--- config.mk ---
export PLATFORM = sky130hd
export DESIGN_NAME = matrix_multiply_4x4_unit
export DESIGN_NICKNAME = d
export VERILOG_FILES = /design/src/hdl/mm4_pkg.sv /design/src/hdl/matrix_multiply_4x4_unit.sv
export VERILOG_INCLUDE_DIRS = /design/src /design/src/hdl
export SDC_FILE = /design/constraint.sdc
export NUM_CORES = 2
export LEC_CHECK = 0
export BUFFER_PORTS_ARGS = -buffer_cell sky130_fd_sc_hd__buf_2
export CAP_MARGIN = 25
export CORE_ASPECT_RATIO = 0.5
export CORE_UTILIZATION = 45
export DETAILED_ROUTE_END_ITERATION = 10
export PLACE_DENSITY_LB_ADDON = 0.2
export SLEW_MARGIN = 20
export SYNTH_ARGS = -nofsm -noshare
export SYNTH_HDL_FRONTEND = slang
export SYNTH_SLANG_ARGS = --single-unit
--- constraint.sdc ---
create_clock -name aclk -period 10.25 [get_ports aclk]
set_input_delay 0.5125 -clock aclk [delete_from_list [all_inputs] [get_ports aclk]]
set_output_delay 0.5125 -clock aclk [all_outputs]
set_load 0.03 [all_outputs]
--- src/hdl/matrix_multiply_4x4_unit_defines.svh ---
// ----------------------------------------------------------------------------
// Assertion macros for the matrix multiply unit
// Concurrent checks that can be compiled out with NO_ASSERTIONS.
// ----------------------------------------------------------------------------
`ifndef MATRIX_MULTIPLY_4X4_UNIT_DEFINES_SVH
`define MATRIX_MULTIPLY_4X4_UNIT_DEFINES_SVH

`ifndef NO_ASSERTIONS

`define MM4_ASSERT_IMPL(lbl, clk, rstn, ante, cons) \
    lbl: assert property (@(posedge clk) disable iff (!(rstn)) (ante) |-> (cons)) \
        else $error("Same-cycle check failed.");

`define MM4_ASSERT_NEXT(lbl, clk, rstn, ante, cons) \
    lbl: assert property (@(posedge clk) disable iff (!(rstn)) (ante) |=> (cons)) \
        else $error("Next-cycle check failed.");

`else

`define MM4_ASSERT_IMPL(lbl, clk, rstn, ante, cons)

`define MM4_ASSERT_NEXT(lbl, clk, rstn, ante, cons)

`endif

`endif

--- src/hdl/mm4_pkg.sv ---
`timescale 1ns / 1ps
// ----------------------------------------------------------------------------
// Matrix multiply package
// Sizes, types and the output saturation function of the matrix multiplier.
// ----------------------------------------------------------------------------
package mm4_pkg;

    localparam int DIM         = 4;
    localparam int FRAC_BITS   = 16;
    localparam int VALUE_WIDTH = 32;

    localparam int CELLS  = DIM * DIM;
    localparam int DIM_W  = $clog2(DIM);
    localparam int IDX_W  = $clog2(CELLS);
    localparam int PROD_W = 2 * VALUE_WIDTH;
    localparam int ACC_W  = PROD_W + $clog2(DIM) + 1;
    localparam int TOP_W  = ACC_W - VALUE_WIDTH + 1;

    typedef logic signed [VALUE_WIDTH-1:0] value_t;
    typedef logic signed [PROD_W-1:0]      prod_t;
    typedef logic signed [ACC_W-1:0]       acc_t;
    typedef logic [DIM_W-1:0]              dim_idx_t;
    typedef logic [IDX_W-1:0]              cell_idx_t;

    typedef struct packed {
        dim_idx_t row;
        dim_idx_t col;
        logic     first;
        logic     last;
    } tag_t;

    localparam value_t VAL_MAX = {1'b0, {(VALUE_WIDTH-1){1'b1}}};
    localparam value_t VAL_MIN = {1'b1, {(VALUE_WIDTH-1){1'b0}}};

    function automatic value_t saturate(input acc_t sum);
        acc_t             shifted;
        logic [TOP_W-1:0] top;
        value_t           res;
        shifted = sum >>> FRAC_BITS;
        top     = shifted[ACC_W-1:VALUE_WIDTH-1];
        if ((&top) || !(|top)) begin
            res = shifted[VALUE_WIDTH-1:0];
        end else if (shifted[ACC_W-1]) begin
            res = VAL_MIN;
        end else begin
            res = VAL_MAX;
        end
        return res;
    endfunction

endpackage

--- src/hdl/matrix_multiply_4x4_unit.sv ---
`timescale 1ns / 1ps
// ----------------------------------------------------------------------------
// Matrix multiply unit, C = A * B
// Loads A and B as sixteen requests and streams out the sixteen elements of C.
// ----------------------------------------------------------------------------
// Each input request writes one element of A and of B into two 16-entry
// memories, one request per cycle during the load phase. The sixteenth
// request starts the product phase: one multiply-accumulate unit reads one A
// and one B element per cycle unless the output stalls, and each element of
// C sums four products. The next pair of matrices may start loading as soon
// as the last reads are issued. Each result passes through the read, product,
// accumulator and output registers. Results are Q16.16, truncated toward
// minus infinity and saturated to 32 bits.
`include "matrix_multiply_4x4_unit_defines.svh"

module matrix_multiply_4x4_unit (
    input  logic                      aclk,
    input  logic                      aresetn,
    input  logic                      s_valid,
    output logic                      s_ready,
    input  mm4_pkg::value_t           s_a_value,
    input  mm4_pkg::value_t           s_b_value,
    output logic                      m_valid,
    input  logic                      m_ready,
    output mm4_pkg::value_t           m_c_value,
    output logic [mm4_pkg::DIM_W-1:0] m_c_row,
    output logic [mm4_pkg::DIM_W-1:0] m_c_col,
    output logic                      m_last_element
);
    import mm4_pkg::*;

    localparam logic ST_LOAD = 1'b0;
    localparam logic ST_CALC = 1'b1;

    localparam dim_idx_t  DIM_LAST  = DIM_W'(DIM - 1);
    localparam cell_idx_t CELL_LAST = IDX_W'(CELLS - 1);

    value_t a_mem [CELLS];
    value_t b_mem [CELLS];

    logic      state_reg, state_next;
    cell_idx_t load_cnt_reg, load_cnt_next;
    dim_idx_t  row_reg, row_next;
    dim_idx_t  col_reg, col_next;
    dim_idx_t  k_reg, k_next;

    logic   rd_valid_reg;
    tag_t   rd_tag_reg;
    value_t a_rd_reg;
    value_t b_rd_reg;

    logic  prod_valid_reg;
    tag_t  prod_tag_reg;
    prod_t prod_reg;

    logic acc_done_reg;
    tag_t acc_tag_reg;
    acc_t acc_reg;

    logic     m_valid_reg;
    value_t   m_value_reg;
    dim_idx_t m_row_reg;
    dim_idx_t m_col_reg;
    logic     m_last_reg;

    logic      adv;
    logic      load_acc;
    logic      issue;
    cell_idx_t a_addr;
    cell_idx_t b_addr;
    tag_t      issue_tag;

    assign adv      = !m_valid_reg || m_ready;
    assign s_ready  = (state_reg == ST_LOAD);
    assign load_acc = s_valid && s_ready;
    assign issue    = (state_reg == ST_CALC) && adv;

    assign a_addr = IDX_W'(32'(row_reg) * DIM + 32'(k_reg));
    assign b_addr = IDX_W'(32'(k_reg) * DIM + 32'(col_reg));

    always_comb begin
        issue_tag.row   = row_reg;
        issue_tag.col   = col_reg;
        issue_tag.first = (k_reg == '0);
        issue_tag.last  = (k_reg == DIM_LAST);
    end

    always_comb begin
        state_next    = state_reg;
        load_cnt_next = load_cnt_reg;
        row_next      = row_reg;
        col_next      = col_reg;
        k_next        = k_reg;
        case (state_reg)
            ST_LOAD: begin
                if (load_acc) begin
                    if (load_cnt_reg == CELL_LAST) begin
                        load_cnt_next = '0;
                        state_next    = ST_CALC;
                    end else begin
                        load_cnt_next = load_cnt_reg + 1'b1;
                    end
                end
            end
            ST_CALC: begin
                if (issue) begin
                    if (k_reg == DIM_LAST) begin
                        k_next = '0;
                        if (col_reg == DIM_LAST) begin
                            col_next = '0;
                            if (row_reg == DIM_LAST) begin
                                row_next   = '0;
                                state_next = ST_LOAD;
                            end else begin
                                row_next = row_reg + 1'b1;
                            end
                        end else begin
                            col_next = col_reg + 1'b1;
                        end
                    end else begin
                        k_next = k_reg + 1'b1;
                    end
                end
            end
            default: begin
                state_next = ST_LOAD;
            end
        endcase
    end

    always_ff @(posedge aclk) begin
        if (!aresetn) begin
            state_reg    <= ST_LOAD;
            load_cnt_reg <= '0;
            row_reg      <= '0;
            col_reg      <= '0;
            k_reg        <= '0;
        end else begin
            state_reg    <= state_next;
            load_cnt_reg <= load_cnt_next;
            row_reg      <= row_next;
            col_reg      <= col_next;
            k_reg        <= k_next;
        end
    end

    always_ff @(posedge aclk) begin
        if (load_acc) begin
            a_mem[load_cnt_reg] <= s_a_value;
            b_mem[load_cnt_reg] <= s_b_value;
        end
    end

    always_ff @(posedge aclk) begin
        if (issue) begin
            a_rd_reg   <= a_mem[a_addr];
            b_rd_reg   <= b_mem[b_addr];
            rd_tag_reg <= issue_tag;
        end
    end

    always_ff @(posedge aclk) begin
        if (adv) begin
            prod_reg     <= PROD_W'(a_rd_reg) * PROD_W'(b_rd_reg);
            prod_tag_reg <= rd_tag_reg;
            if (prod_valid_reg) begin
                acc_reg <= prod_tag_reg.first ? ACC_W'(prod_reg)
                                              : acc_reg + ACC_W'(prod_reg);
            end
            acc_tag_reg <= prod_tag_reg;
            if (acc_done_reg) begin
                m_value_reg <= saturate(acc_reg);
                m_row_reg   <= acc_tag_reg.row;
                m_col_reg   <= acc_tag_reg.col;
                m_last_reg  <= (acc_tag_reg.row == DIM_LAST) &&
                               (acc_tag_reg.col == DIM_LAST);
            end
        end
    end

    always_ff @(posedge aclk) begin
        if (!aresetn) begin
            rd_valid_reg   <= 1'b0;
            prod_valid_reg <= 1'b0;
            acc_done_reg   <= 1'b0;
            m_valid_reg    <= 1'b0;
        end else if (adv) begin
            rd_valid_reg   <= (state_reg == ST_CALC);
            prod_valid_reg <= rd_valid_reg;
            acc_done_reg   <= prod_valid_reg && prod_tag_reg.last;
            m_valid_reg    <= acc_done_reg;
        end
    end

    assign m_valid        = m_valid_reg;
    assign m_c_value      = m_value_reg;
    assign m_c_row        = m_row_reg;
    assign m_c_col        = m_col_reg;
    assign m_last_element = m_last_reg;

    `MM4_ASSERT_NEXT(p_sum_kept_on_stall, aclk, aresetn, acc_done_reg && m_valid_reg && !m_ready, acc_done_reg && $stable(acc_reg))
    `MM4_ASSERT_NEXT(p_load_starts_calc, aclk, aresetn, load_acc && (load_cnt_reg == CELL_LAST), (state_reg == ST_CALC) && (k_reg == '0) && (row_reg == '0))
    `MM4_ASSERT_IMPL(p_count_idle_in_calc, aclk, aresetn, state_reg == ST_CALC, (load_cnt_reg == '0) && !s_ready)
    `MM4_ASSERT_NEXT(p_issue_frozen, aclk, aresetn, (state_reg == ST_CALC) && m_valid_reg && !m_ready, $stable(k_reg) && $stable(col_reg) && $stable(row_reg))

endmodule
## Word-level counts from Yosys, hierarchy flattened

Memory sizes are Yosys's and may differ from the RTL's. A register that Yosys moved wholly into a read port is not among the register bits.
Cells that the tools add are included.

| storage, ports and cells | value |
|---|---|
| output and inout bits | 39 |
| input bits | 68 |
| register bits after elaboration | 199 |
| memories kept | 2 |
| memory bits (writable) | 1,024 |
| logic and storage cells | 75 |

| operators by class | value |
|---|---|
| equality and inequality tests | 6 |
| bitwise logic cells | 1 |
| reduce and logical (&&, ||, !) cells | 17 |
| multiplexer cells | 16 |
| add/sub/neg operators | 7 |
| $mul | 1 |

Memories:

| memory | depth | bits a word | read ports | clocked after memory_dff | write ports | line | text |
|---|---|---|---|---|---|---|---|
| a_mem | 16 | 32 | 1 | 1 | 1 | matrix_multiply_4x4_unit.sv:38 | `value_t a_mem [CELLS];` |
| b_mem | 16 | 32 | 1 | 1 | 1 | matrix_multiply_4x4_unit.sv:39 | `value_t b_mem [CELLS];` |

Operators with widths:

| operator | number |
|---|---|
| $add A67 B64 Y67 | 1 |
| $mux W67 | 1 |
| $mul A32 B32 Y64 | 1 |
| $mux W32 | 2 |
| $reduce_and A20 Y1 | 1 |
| $reduce_or A20 Y1 | 1 |
| $eq A2 B2 Y1 const B | 5 |
| $add A4 B2 Y4 | 2 |
| $mux W1 | 8 |
| $reduce_and A2 Y1 | 4 |
| $add A2 B1 Y2 const B | 3 |
| $mux W2 | 3 |
| $add A4 B1 Y4 const B | 1 |
| $eq A4 B4 Y1 const B | 1 |
| $logic_and A1 B1 Y1 | 4 |
| $mux W4 | 1 |
| $reduce_and A4 Y1 | 1 |
| $reduce_and A3 Y1 | 1 |
| $logic_not A1 Y1 | 2 |
| $logic_not A2 Y1 | 1 |
| $logic_or A1 B1 Y1 | 2 |
| $pmux W1 S2 | 1 |
| $not A1 Y1 | 1 |

## Longest topological paths before layout

| logic depth | value |
|---|---|
| depth after elaboration | 6 |
| depth in mapped cells | 29 |
| gate-level depth less buffers | 27 |

## Least setup slack after synthesis

Ideal clock, no wire load.

| path | value |
|---|---|
| path kind | reg-to-reg |
| start point | register a_rd_reg[31], read port of a_mem |
| end point | register prod_reg[62], data pin |
| clock period less this slack | 7.895 ns |
| setup slack | 2.355 ns |
| path buffers | 2 |
| data arrival time | 7.631 ns |
| stages on the path, launching flop included | 28 |
| data required time | 9.986 ns |
| path through | edfxtp_1 clkbuf_1 nand2_1 inv_1 fa_1 inv_1 fa_1 inv_1 fa_1 fa_1 inv_1 fa_1 inv_1 fa_1 inv_1 fa_1 inv_1 fa_1 ha_1 clkbuf_1 a21o_1 a21o_1 a21oi_1 o2111ai_2 a31oi_1 o21ai_2 a221oi_1 xnor2_1 |

| on the way | value |
|---|---|
| word-level cells in the longest chain between the ends | 1 |

RTL lines:

| what | line | text |
|---|---|---|
| from (decl) | matrix_multiply_4x4_unit.sv:49 | `value_t a_rd_reg;` |
| $mul A32 B32 Y64 | matrix_multiply_4x4_unit.sv:164 | `prod_reg <= PROD_W'(a_rd_reg) * PROD_W'(b_rd_reg);` |
| to (signal assigned) | matrix_multiply_4x4_unit.sv:164 |  |
| to (decl) | matrix_multiply_4x4_unit.sv:54 | `prod_t prod_reg;` |

No other way between the ends.
A chain may end at the register's enable or synchronous reset.

## Worst setup path after layout

| path | value |
|---|---|
| start point | register b_rd_reg[10], read port of b_mem |
| end point | register prod_reg[62], data pin |

| on the way | value |
|---|---|
| word-level cells in the longest chain between the ends | 1 |

RTL lines:

| what | line | text |
|---|---|---|
| from (decl) | matrix_multiply_4x4_unit.sv:50 | `value_t b_rd_reg;` |
| $mul A32 B32 Y64 | matrix_multiply_4x4_unit.sv:164 |  |

No other way between the ends.

==> flow_summary_export.csv <==
group,metric,value,unit
sta,finalWorstSetupSlack,1.38,ns
worst_setup_path,start_kind,"register",
sta,fin_crit,8.87,ns
routing,drt-vias-per-instance,5.51,
hold_path,worstHoldStart,"s_a_value[25]",
cts,hold_buffers,0,
power_and_ir_drop,p_leak,37.2,nW
placed_design,portBuffers,106,
logic_synthesis,synth-seq-area-share,0.438,
logic_synthesis,synthCells,6486,
layout,drive_gt1_frac,0.117,
global_route,grt-ovfl-total,0,
floorplanning,die_area,197000,um2
power_and_ir_drop,ir_drop,147,uV
routing,drt-total-wl,221,mm
routing,vias,50600,
worst_setup_path,worstPathArrival,9.36,ns
sta,whs,0.0968,ns
layout,fin_util,0.492,
sta,tns,0,ns
routing,top_layer_used,"met5",
worst_setup_path,crit_required,10.74,ns
logic_synthesis,ys_ff_latch,1287,
cts,cts_made_buffers,114,
power_and_ir_drop,pwr_density_cell,111,nW/um2
sta,period_share,0.865,
layout,nets,7889,
cts,cts_resized,0,
placed_design,place_area,91200,um2
worst_setup_path,crit_type,"reg -> reg",
cts,clkSinkCount,1287,
layout,synthToLayoutAreaGrowth,8.48,%
worst_setup_path,cp_max_fo,23,
cts,clk_latency,0.79,ns
floorplanning,die_w,627,um
layout,fin_area,95200,um2
sta,report.final.setup_viol,0,
logic_synthesis,synth_cell_type_count,76,
sta,finalHoldViolations,0,
layout,layout_common_cells,"edfxtp_1, fa_1, inv_1, nand2_1, and2_1",
logic_synthesis,synthFlopType,"edfxtp_1",
floorplanning,initial_core_util,0.454,
sta,finClkSkew,0.0709,ns
routing,met2_length,101,mm
worst_setup_path,startpoint,"b_rd_reg[10]$_DFFE_PP_",
placed_design,dp_hpwl,153,mm
logic_synthesis,synth_area_per_cell,13.5,um2
sta,rsz0062_at_grt,"false",
logic_synthesis,synth-warning-count,0,
global_route,antenna_found_initial,29,
sta,slew-limit-headroom,0.250,
cts,path_clk_slew,0.07,ns
floorplanning,coreArea,194000,um2
sta,drv_slew,0,
cts,cts_root_buf,"clkbuf_16",
worst_setup_path,r2r_start,"b_rd_reg[10]$_DFFE_PP_",
worst_setup_path,end_kind,"register",
logic_synthesis,async_reset_ff_frac,0,
cts,tritoncts,"built",
global_route,grt_first_pass_wirelength,339,mm
job,maxCapViolCount,0,
logic_synthesis,synth_nets,7895,
floorplanning,ios,107,
hold_path,hold_class,"in -> reg",
global_route,grt_max_degree,94,
cts,htree_num_levels,3,
routing,route.met3.wl,15.6,mm
outcome,status,"finished, violations left",
global_route,grt_pass1_vias,54800,
routing,drc,26,
sta,tightest_slew,1.12,ns
routing,firstDrtPassIters,10,
cts,postCtsSetupRepairBufs,0,
routing,ant_nets,0,
cts,clockBufferDepth,3,
routing,drtIter0Drc,4585,
floorplanning,die_h,314,um
outcome,violations,"design-rule violations",
global_route,grt_use_total,0.228,
placed_design,dp_slack,1.42,ns
routing,wl_met1,100,mm
logic_synthesis,synth_edf_count,1272,
routing,wl_per_cell,24.0,um
logic_synthesis,syn_area,87800,um2
layout,final_common_cell,"edfxtp_1",
sta,fmax,113,MHz
placed_design,gp_congestion,0.915,
floorplanning,rows,114,
## worst max-delay path, cell delays in order, from the launching register on
cell       delay [ns]
edfxtp_1         1.08
buf_4            0.32
nand2_1          0.09
fa_1             0.59
fa_1             0.46
inv_1            0.09
fa_1             0.45
fa_1             0.82
inv_1            0.39
fa_1             0.58
inv_1            0.05
fa_1             0.53
inv_1            0.05
fa_1             0.47
inv_1            0.06
fa_1             0.45
ha_1             0.39
a21o_1           0.19
a21o_1           0.17
a21oi_1          0.25
o2111ai_2        0.21
a31oi_1          0.38
o21ai_2          0.11
a221oi_1         0.34
xnor2_1          0.10
## where the power goes
group,switching [mW],internal [mW]
registers,0.0104,5.82
clock network,2.03,2.49
logic,0.138,0.0553
## per-layer routing
layer / vias to the layer above / global-route usage
li1: 21700 / -
met1: 26900 / 0.340
met2: 1695 / 0.359
met3: 293 / 0.0367
met4: 8 / 0.0444
met5: - / 0
## final timing paths
| path | endpoint | slack (ns) | cells past startpoint |
|---|---|---|---|
| worst max register to register | prod_reg[62]$_DFFE_PN_ | 1.38 | 24 |
| worst min-delay path | a_mem[10][25]$_DFFE_PP_ | 0.1 | 1 |
| worst min register to register | prod_tag_reg[3]$_DFFE_PN_ | 0.42 | 0 |
| worst max-delay path | prod_reg[62]$_DFFE_PN_ | 1.38 | 24 |
## through the flow
| step | cells | power (mW) |
|---|---|---|
| 2_1_floorplan | 6486 | 6.02 |
| 3_3_place_gp | 8963 | 6.13 |
| 3_5_place_dp | 8969 | 6.14 |
| 4_1_cts | 9182 | 10.6 |
| 5_1_grt | 9187 | 10.8 |
| 6_report | 9189 | 10.5 |
## cell usage after synthesis, types with 4 or more instances
master	count	area (um2)
edfxtp_1	1272	38200
fa_1	1083	21700
inv_1	1024	3840
nand2_1	647	2430
and2_1	535	3350
mux4_2	320	7210
clkbuf_1	319	1200
ha_1	258	3230
o21ai_0	155	776
a21oi_1	143	716
nor2_1	105	394
a21o_1	84	631
xnor2_1	82	718
xor2_1	45	394
nand3_1	41	205
nand4_1	41	257
nor3_1	34	170
buf_1	22	82.6
o21bai_1	20	150
nor2b_1	19	119
o21a_1	18	135
a31oi_1	15	93.8
dfxtp_1	15	300
nand2b_1	15	93.8
o211ai_1	15	113
nor4_1	13	81.3
a211oi_1	12	90.1
and3_1	12	75.1
a21boi_0	9	67.6
o31ai_1	9	67.6
o21ai_1	7	35.0
nor3b_1	6	45.0
o22ai_1	6	37.5
or3_1	6	37.5
and4_1	5	43.8
mux2_2	5	56.3
a221o_1	4	40.0
a31o_2	4	35.0
a41oi_1	4	35.0
o21ai_2	4	35.0
## logic make-up after synthesis
logic type / Yosys count / share of synthesized area
AND/OR/NAND/NOR: 1487 / 0.0839
AO/OA/AOI/OAI: 549 / 0.0398
multiplexers: 327 / 0.0830
flip-flops: 1287 / 0.438
XOR/XNOR: 127 / 0.0127
buffers and inverters: 1368 / 0.0585
adder cells (fa/ha/maj): 1341 / 0.284
## final cells by class
class                   count  area, um2
diodes                      2       5.00
clock buffers             134       2930
clock inverters            79        956
fillers                 16600      98300
inverters                1025       3850
multi-input cells        3831      44200
flip-flops and latches   1287      38500
well taps                2610       3270
repair buffers            221       1510
No activity file was read; power rests on OpenSTA's default activity.
